**config.mk**
```make
export PLATFORM = sky130hd
export DESIGN_NAME = quoted_field_splitter_core_flat
export DESIGN_NICKNAME = d
export VERILOG_FILES = /design/src/qfs_pkg.sv /design/src/qfs_stream_if.sv /design/src/quoted_field_splitter_core.sv /design/src/flat_wrapper.sv
export SDC_FILE = /design/constraint.sdc
export NUM_CORES = 1
export LEC_CHECK = 0
export ABC_AREA = 0
export BUFFER_PORTS_ARGS = -buffer_cell sky130_fd_sc_hd__buf_2
export CAP_MARGIN = 20
export CORE_MARGIN = 2
export CORE_UTILIZATION = 55
export CTS_BUF_LIST = sky130_fd_sc_hd__clkbuf_4 sky130_fd_sc_hd__clkbuf_8 sky130_fd_sc_hd__clkbuf_16
export DETAILED_ROUTE_END_ITERATION = 6
export PLACE_DENSITY = 0.79
export SYNTH_ARGS = -nofsm -noshare
export SYNTH_HDL_FRONTEND = slang
export SYNTH_SLANG_ARGS = --single-unit
```
**constraint.sdc**
```tcl
create_clock -name clk -period 7.6 [get_ports clk]
set_clock_uncertainty 0.2 [all_clocks]
set_input_delay 0.76 -clock clk [delete_from_list [all_inputs] [get_ports clk]]
set_output_delay 0.76 -clock clk [all_outputs]
set_load 0.01 [all_outputs]
```
**src/qfs_pkg.sv**
```systemverilog
// qfs_pkg: shared types and constants for the quoted field splitter.
// Used by the stream interface and the core. Depends on nothing.
`timescale 1ns / 1ps
`default_nettype none

package qfs_pkg;

	localparam int MaxFieldsDefault = 64;

	localparam logic [7:0] QuoteByte      = 8'h22;
	localparam logic [7:0] DelimReset     = 8'd44;
	localparam logic [6:0] MaxFieldsReset = 7'd64;

	// configuration register indexes
	typedef enum logic [0:0] {
		RegDelimiter = 1'b0,
		RegMaxFields = 1'b1
	} reg_index_t;

	// handling of a field that opens with a double quote
	typedef enum logic [2:0] {
		StripNone = 3'b001,
		StripOpen = 3'b010,
		StripDone = 3'b100
	} strip_t;

	typedef struct packed {
		logic [7:0] data_byte;
		logic       last;
	} in_item_t;

	typedef struct packed {
		logic [7:0] out_byte;
		logic       keep;
		logic [5:0] field_index;
		logic       field_end;
		logic [6:0] field_count;
		logic       end_of_string;
	} out_item_t;

endpackage

`default_nettype wire

```
**src/qfs_stream_if.sv**
```systemverilog
// qfs_stream_if: valid/ready stream carrying one item per request.
// Payload type is a parameter; items come from qfs_pkg.
`timescale 1ns / 1ps
`default_nettype none

interface qfs_stream_if #(
	parameter type item_t = qfs_pkg::in_item_t
);
	logic  valid;
	logic  ready;
	item_t data;

	modport source (output valid, output data, input ready);
	modport sink (input valid, input data, output ready);
endinterface

`default_nettype wire

```
**src/quoted_field_splitter_core.sv**
```systemverilog
// quoted_field_splitter_core: splits a byte stream into fields at a delimiter,
// honouring double quotes. Depends on qfs_pkg and qfs_stream_if.
//
// Pipeline: an accepted request lands in the input register, and the per-byte
// step then loads its result into the result register. Throughput: one byte
// per cycle while results.ready holds, set by the single combinational step
// between the two registers.
// Reset (arst_n low): pipeline empties, delimiter 44, max_fields 64, field
// state back to start of string.
`timescale 1ns / 1ps
`default_nettype none

module quoted_field_splitter_core #(
	parameter int MaxFields = qfs_pkg::MaxFieldsDefault
) (
	input  wire        clk,
	input  wire        arst_n,
	qfs_stream_if.sink   bytes,
	qfs_stream_if.source results,
	input  wire        wr_en,
	input  wire  [0:0] wr_index,
	input  wire  [7:0] wr_data
);

	localparam int CurW = (MaxFields > 1) ? $clog2(MaxFields) : 1;
	localparam int LimW = ($clog2(MaxFields + 1) > 7) ? $clog2(MaxFields + 1) : 7;
	localparam int ExtW = LimW + 7;

	logic [7:0] delim_q;
	logic [6:0] maxf_q;

	logic            quote_q, quote_nxt;
	logic [CurW-1:0] field_q, field_nxt;
	logic            start_q, start_nxt;
	qfs_pkg::strip_t strip_q, strip_nxt;

	logic                 valid_s1;
	qfs_pkg::in_item_t    item_s1;
	logic                 valid_s2;
	qfs_pkg::out_item_t   item_s2;
	qfs_pkg::out_item_t   res;

	logic advance;

	assign advance       = !valid_s2 || results.ready;
	assign bytes.ready   = !valid_s1 || advance;
	assign results.valid = valid_s2;
	assign results.data  = item_s2;

	// configuration
	always_ff @(posedge clk or negedge arst_n) begin
		if (!arst_n) begin
			delim_q <= qfs_pkg::DelimReset;
			maxf_q  <= qfs_pkg::MaxFieldsReset;
		end else if (wr_en) begin
			case (qfs_pkg::reg_index_t'(wr_index))
				qfs_pkg::RegDelimiter: delim_q <= wr_data;
				qfs_pkg::RegMaxFields: maxf_q  <= wr_data[6:0];
				default: ;
			endcase
		end
	end

	// per-byte step
	logic [LimW-1:0] limit, maxf_ext, fld_inc;
	logic [ExtW-1:0] idx_ext, cnt_ext;
	logic            is_quote, splittable, is_delim, active;

	always_comb begin
		maxf_ext   = LimW'(maxf_q);
		limit      = (maxf_ext > LimW'(MaxFields)) ? LimW'(MaxFields) : maxf_ext;
		active     = (limit != '0);
		fld_inc    = LimW'(field_q) + LimW'(1);
		is_quote   = (item_s1.data_byte == qfs_pkg::QuoteByte);
		splittable = (fld_inc < limit);
		is_delim   = !is_quote && (item_s1.data_byte == delim_q) && !quote_q && splittable;
		idx_ext    = ExtW'(field_q);
		cnt_ext    = ExtW'(fld_inc);

		quote_nxt = quote_q;
		field_nxt = field_q;
		start_nxt = start_q;
		strip_nxt = strip_q;

		res.out_byte      = item_s1.data_byte;
		res.keep          = 1'b0;
		res.field_index   = '0;
		res.field_end     = 1'b0;
		res.field_count   = '0;
		res.end_of_string = item_s1.last;

		if (active) begin
			res.field_index = idx_ext[5:0];
			res.field_count = cnt_ext[6:0];
			if (is_delim) begin
				res.field_end = 1'b1;
				field_nxt     = field_q + CurW'(1);
				start_nxt     = 1'b1;
				strip_nxt     = qfs_pkg::StripNone;
			end else begin
				if (start_q) begin
					strip_nxt = is_quote ? qfs_pkg::StripOpen : qfs_pkg::StripNone;
					res.keep  = !is_quote;
				end else begin
					case (strip_q)
						qfs_pkg::StripNone: res.keep = 1'b1;
						qfs_pkg::StripOpen: begin
							res.keep = !is_quote;
							if (is_quote) begin
								strip_nxt = qfs_pkg::StripDone;
							end
						end
						default: res.keep = 1'b0;
					endcase
				end
				start_nxt     = 1'b0;
				res.field_end = item_s1.last;
			end
			if (is_quote) begin
				quote_nxt = !quote_q;
			end
		end

		if (item_s1.last) begin
			quote_nxt = 1'b0;
			field_nxt = '0;
			start_nxt = 1'b1;
			strip_nxt = qfs_pkg::StripNone;
		end
	end

	// control and string state
	always_ff @(posedge clk or negedge arst_n) begin
		if (!arst_n) begin
			valid_s1 <= 1'b0;
			valid_s2 <= 1'b0;
			quote_q  <= 1'b0;
			field_q  <= '0;
			start_q  <= 1'b1;
			strip_q  <= qfs_pkg::StripNone;
		end else begin
			if (bytes.ready) begin
				valid_s1 <= bytes.valid;
			end
			if (advance) begin
				valid_s2 <= valid_s1;
				if (valid_s1) begin
					quote_q <= quote_nxt;
					field_q <= field_nxt;
					start_q <= start_nxt;
					strip_q <= strip_nxt;
				end
			end
		end
	end

	// payload
	always_ff @(posedge clk) begin
		if (bytes.ready && bytes.valid) begin
			item_s1 <= bytes.data;
		end
		if (advance && valid_s1) begin
			item_s2 <= res;
		end
	end

endmodule

`default_nettype wire
```
**src/flat_wrapper.sv**
```systemverilog
// flat-port wrapper written by rule: the top's interface ports become plain ports
module quoted_field_splitter_core_flat 
#(
	parameter int MaxFields = qfs_pkg::MaxFieldsDefault
)
  (clk, arst_n, wr_en, wr_index, wr_data, bytes_valid, bytes_data, bytes_ready, results_valid, results_data, results_ready);
  qfs_stream_if bytes_i ();
  qfs_stream_if results_i ();
  input  wire clk;
  input  wire arst_n;
  input  wire wr_en;
  input  wire  [0:0] wr_index;
  input  wire  [7:0] wr_data;
  input wire logic [$bits(bytes_i.valid)-1:0] bytes_valid;
  input wire logic [$bits(bytes_i.data)-1:0] bytes_data;
  output wire logic [$bits(bytes_i.ready)-1:0] bytes_ready;
  output wire logic [$bits(results_i.valid)-1:0] results_valid;
  output wire logic [$bits(results_i.data)-1:0] results_data;
  input wire logic [$bits(results_i.ready)-1:0] results_ready;
  assign bytes_i.valid = bytes_valid;
  assign bytes_i.data = bytes_data;
  assign bytes_ready = bytes_i.ready;
  assign results_valid = results_i.valid;
  assign results_data = results_i.data;
  assign results_i.ready = results_ready;
  quoted_field_splitter_core #(.MaxFields(MaxFields)) u_core (.clk(clk), .arst_n(arst_n), .bytes(bytes_i), .results(results_i), .wr_en(wr_en), .wr_index(wr_index), .wr_data(wr_data));
endmodule
```
## Word level (Yosys, flattened, before mapping)

Index checks and enable logic that the tools add are counted.

| word-level totals | value |
|---|---|
| bits in registers | 42 |
| output and inout bits | 11 |
| input bits | 23 |
| word-level logic and storage cells | 45 |

| cells by class | value |
|---|---|
| reduce and logical (&&, ||, !) cells | 19 |
| $add $sub $neg | 2 |
| equality and inequality tests | 2 |
| muxes and demuxes | 8 |
| $lt $le $gt $ge | 2 |
| bitwise logic cells | 1 |

Operator list:

| kind | number |
|---|---|
| 2-to-1 mux 6 bit | 3 |
| == test 8 x 6 -> 1 bit, second input constant | 1 |
| == test 8 bit | 1 |
| AND reduction 4 bit | 2 |
| adder 6 x 1 -> 7 bit, second input constant | 1 |
| greater-than comparator 7 bit, second input constant | 1 |
| less-than comparator 7 bit | 1 |
| 2-to-1 mux 7 bit | 1 |
| nonzero test 7 bit | 1 |
| adder 6 x 1 -> 6 bit, second input constant | 1 |
| nonzero test 2 bit | 3 |
| logical AND 1 bit | 5 |
| logical NOT 1 bit | 4 |
| 2-to-1 mux 1 bit | 4 |
| AND reduction 2 bit | 2 |
| logical OR 1 bit | 2 |
| inverter 1 bit | 1 |

## Longest topological paths before layout

| logic depth | value |
|---|---|
| word-level depth | 8 |
| depth in mapped cells | 10 |
| gate-level depth less buffers | 10 |

## Least setup slack after synthesis

No wires, ideal clock.

| path | value |
|---|---|
| kind | flip-flop to flip-flop |
| from | reg u_core.field_q[2] |
| to | reg u_core.field_q[3] |
| arrival time | 2.544 ns |
| required time | 7.326 ns |
| cell stages (with the launch flop) | 11 |
| path slack | 4.782 ns |
| clock period less this slack | 2.818 ns |
| library setup time | 0.074 ns |
| path buffers | 0 |
| cell sequence | dfrtp_1 -> and3_1 -> nand3_1 -> xor2_1 -> inv_1 -> ha_1 -> a211o_1 -> a211oi_2 -> nand4_4 -> or4_4 -> o21ai_2 |

| between the ends | value |
|---|---|
| cells in the longest elaborated chain, start to end | 5 |
| elaborated cells on any way between the ends | 9 |
| classes of those cells | add/sub (2); order compare (1); mux (3); reduce/logical (3) |

Ends and longest elaborated chain:

| what | RTL line | source |
|---|---|---|
| from (decl) | quoted_field_splitter_core.sv:33 | `logic [CurW-1:0] field_q, field_nxt;` |
| from (signal assigned) | quoted_field_splitter_core.sv:149 | `field_q <= field_nxt;` |
| adder 6 x 1 -> 7 bit | quoted_field_splitter_core.sv:73 | `fld_inc = LimW'(field_q) + LimW'(1);` |
| named net u_core.fld_inc[5] | quoted_field_splitter_core.sv:65 | `logic [LimW-1:0] limit, maxf_ext, fld_inc;` |
| less-than comparator 7 bit | quoted_field_splitter_core.sv:75 | `splittable = (fld_inc < limit);` |
| logical AND 1 bit | quoted_field_splitter_core.sv:76 | `is_delim = !is_quote && (item_s1.data_byte == delim_q) && !quote_q && splittable;` |
| nonzero test 2 bit (no source line) | n/a |  |
| AND reduction 4 bit (no source line) | n/a |  |

The timed path passes the listed nets, and every way through them passes these cells. The select of a mux whose other input is x is not followed.
A chain may end at the register's enable or synchronous reset.

## Worst setup path after layout

| path | value |
|---|---|
| from | reg u_core.field_q[2] |
| to | reg u_core.field_q[5] |

The elaborated chain is that of the path after synthesis.

==> results_dict.tcl <==
set metrics [dict create \
    slew_viol_final 0 \
    die-height_um 65.6 \
    antenna_cells 0 \
    cts_buffer_depth 2 \
    rows 22 \
    ys_seq_area_share_pct 54.9 \
    synth_common_cells "dfrtp_1 (20), edfxtp_1 (18), mux2_2 (15)" \
    synth_seq_cells 42 \
    path_max_fanout 9 \
    async_flop_share_pct 57.1 \
    area_delta_synth_final_pct 15.4 \
    io_buffers 33 \
    grt_pass1_vias 1482 \
    core_area_um2 3660 \
    wirelength_um 3950 \
    synth.area.top_cells "edfxtp_1 (26%), dfrtp_1 (24%), mux2_2 (8.1%)" \
    rr_worst_depth 10 \
    drive_gt1_share_pct 35.3 \
    synth_nets 193 \
    clk_latency_ns 0.30 \
    vias_per_cell 5.65 \
    p_leak_nw 1.05 \
    critical_path.startpoint_type "flop" \
    hold_class "input port to async pin" \
    synthCells 163 \
    avgSynthCellArea_um2 12.8 \
    p_total_uw 600 \
    synth_area_um2 2090 \
    die_x_um 65.6 \
    status "completed" \
    ir_worst_vdd_uv 139 \
    initial_core_util_pct 57.0 \
    place_area_um2 2300 \
    grt_first_pass_wirelength_um 6670 \
    worstPathArrival_ns 3.15 \
    hold_ws_ns 0.245 \
    dieArea_um2 4300 \
    r2r_setup_slack_ns 4.47 \
    fin_setup_tns_ns 0 \
    pwr_density_cell_nw_per_um2 250 \
    cts_root_buf "clkbuf_8" \
    synth_most_common_cell "dfrtp_1" \
    drv_cap 0 \
    vias 1406 \
    ys.flop_type "dfrtp_1" \
    fmax_mhz 320 \
    cts_repair_resize_count 0 \
    hpwl_um 3050 \
    cp-end-kind "flop" \
    yosysTopAreaCell "edfxtp_1" \
    wl_per_cell_um 15.9 \
    drt_first_pass_iters 4 \
    final_util_pct 65.7 \
    cts_num_sinks 42 \
    gp_congestion 0.795 \
    grt_overflow 0 \
    io_pins 34 \
    yosys.area.top_type_share_pct 25.9 \
    antenna_found_initial 0 \
    tritoncts "done" \
    cts.htree.levels 2 \
    finalCritPeriodShare_pct 41.2 \
    initialDrtViolationCount 88 \
    clk_pin_slew_ns 0.08 \
    yosysWarnings 0 \
    numCtsBuffers 5 \
    stdcell_area_um2 2410 \
    synth_edf_count 18 \
    post_cts_buffers 0 \
    rsz0062_at_grt "false" \
    grt_max_degree 25 \
    synth_cell_types 45 \
    drc 0 \
    setup_viol 0 \
    ant_nets 0 \
    path_class "flop to flop" \
    period_minus_slack_ns 3.13 \
    hold_viol_final 0 \
    grt_util_all_layers_pct 20.8 \
    hold_buffers 0 \
    relSlewSlack_pct 36.8 \
    required_ns 7.62 \
    nets 230 \
    worst_pin_slew_ns 0.943 \
]
layer usage:
| metal | vias to the layer above | GRT usage (%) | part of all wire, % |
|---|---|---|---|
| li1 | 672 | - | - |
| met1 | 672 | 23.9 | 39 |
| met2 | 52 | 36.7 | 53 |
| met3 | 10 | 5.48 | 5.1 |
| met4 | 0 | 8.59 | 2.2 |
| met5 | - | 0 | 0 |
worst paths after layout:
| kind | startpoint | end |
|---|---|---|
| setup / recovery | u_core.field_q[2]$_DFFE_PN0P_ | u_core.field_q[5]$_DFFE_PN0P_ |
| hold / removal | arst_n | u_core.field_q[3]$_DFFE_PN0P_ |
| setup reg to reg | u_core.field_q[2]$_DFFE_PN0P_ | u_core.field_q[5]$_DFFE_PN0P_ |
| hold reg to reg | u_core.delim_q[7]$_DFFE_PN0P_ | u_core.delim_q[7]$_DFFE_PN0P_ |
| max in group asynchronous | arst_n | u_core.delim_q[5]$_DFFE_PN1P_ |
| min in group clk | u_core.delim_q[7]$_DFFE_PN0P_ | u_core.delim_q[7]$_DFFE_PN0P_ |
critical path, stage by stage (launching register included):
cell	delay (ns)
dfrtp_1	0.45
and3_1	0.22
nand3_1	0.09
xor2_1	0.32
inv_1	0.08
ha_1	0.19
a211o_1	0.31
a211oi_2	0.29
nand4_4	0.23
or4_4	0.56
o21ai_2	0.13
final cells by class:
type                            count  area, um^2
Timing Repair Buffer               33         165
Fill cell                         289        1250
Inverter                            7        26.3
Clock inverter                      2        13.8
Sequential cell                    42        1150
Tap cell                           48        60.1
Multi-Input combinational cell    111         901
Clock buffer                        6        93.8
flip-flops by register name, indices dropped and copies added (netlist names):
signal,cells
u_core.item_s1,9
u_core.maxf_ext,7
u_core.delim_q,8
u_core.results.valid,1
u_core.valid_s1,1
u_core.field_q,6
u_core.results.data,9
u_core.quote_q,1
layout by cell type (no fill, tap or decap), types with 4 or more instances in the layout:
cell      Yosys  layout
a21oi_1       4       4
buf_2         1      33
nand3_1       4       4
inv_1         7       7
dfstp_2       4       4
mux2_2       15      15
nor2b_1       7       7
nand2_1      11      11
dfrtp_1      20      20
nor2_1        6       6
edfxtp_1     18      18
ha_1          7       7
xor2_1       12      12
clkbuf_8      0       5
logic make-up after synthesis:
logic type | after synthesis | synth area share [%]
AND/OR/NAND/NOR | 52 | 16.3
flip-flops | 42 | 54.9
AO/OA/AOI/OAI | 24 | 9.12
multiplexers | 16 | 8.58
XOR/XNOR | 12 | 5.04
buffers and inverters | 10 | 1.86
adder cells (fa/ha/maj) | 7 | 4.20
stage by stage:
stage	instances	setup slack [ns]
2_1_floorplan	163	4.78
3_3_place_gp	241	4.66
3_5_place_dp	241	4.51
4_1_cts	249	4.48
5_1_grt	249	4.33
6_report	249	4.47
report_power, final:
group | leakage, nW | internal [mW] | switching (mW)
Sequential | 0.460 | 0.274 | 0.0285
Combinational | 0.536 | 0.0596 | 0.0767
Clock | 0.0567 | 0.0852 | 0.0766
Note: power is estimated with default switching activity, not from simulation.
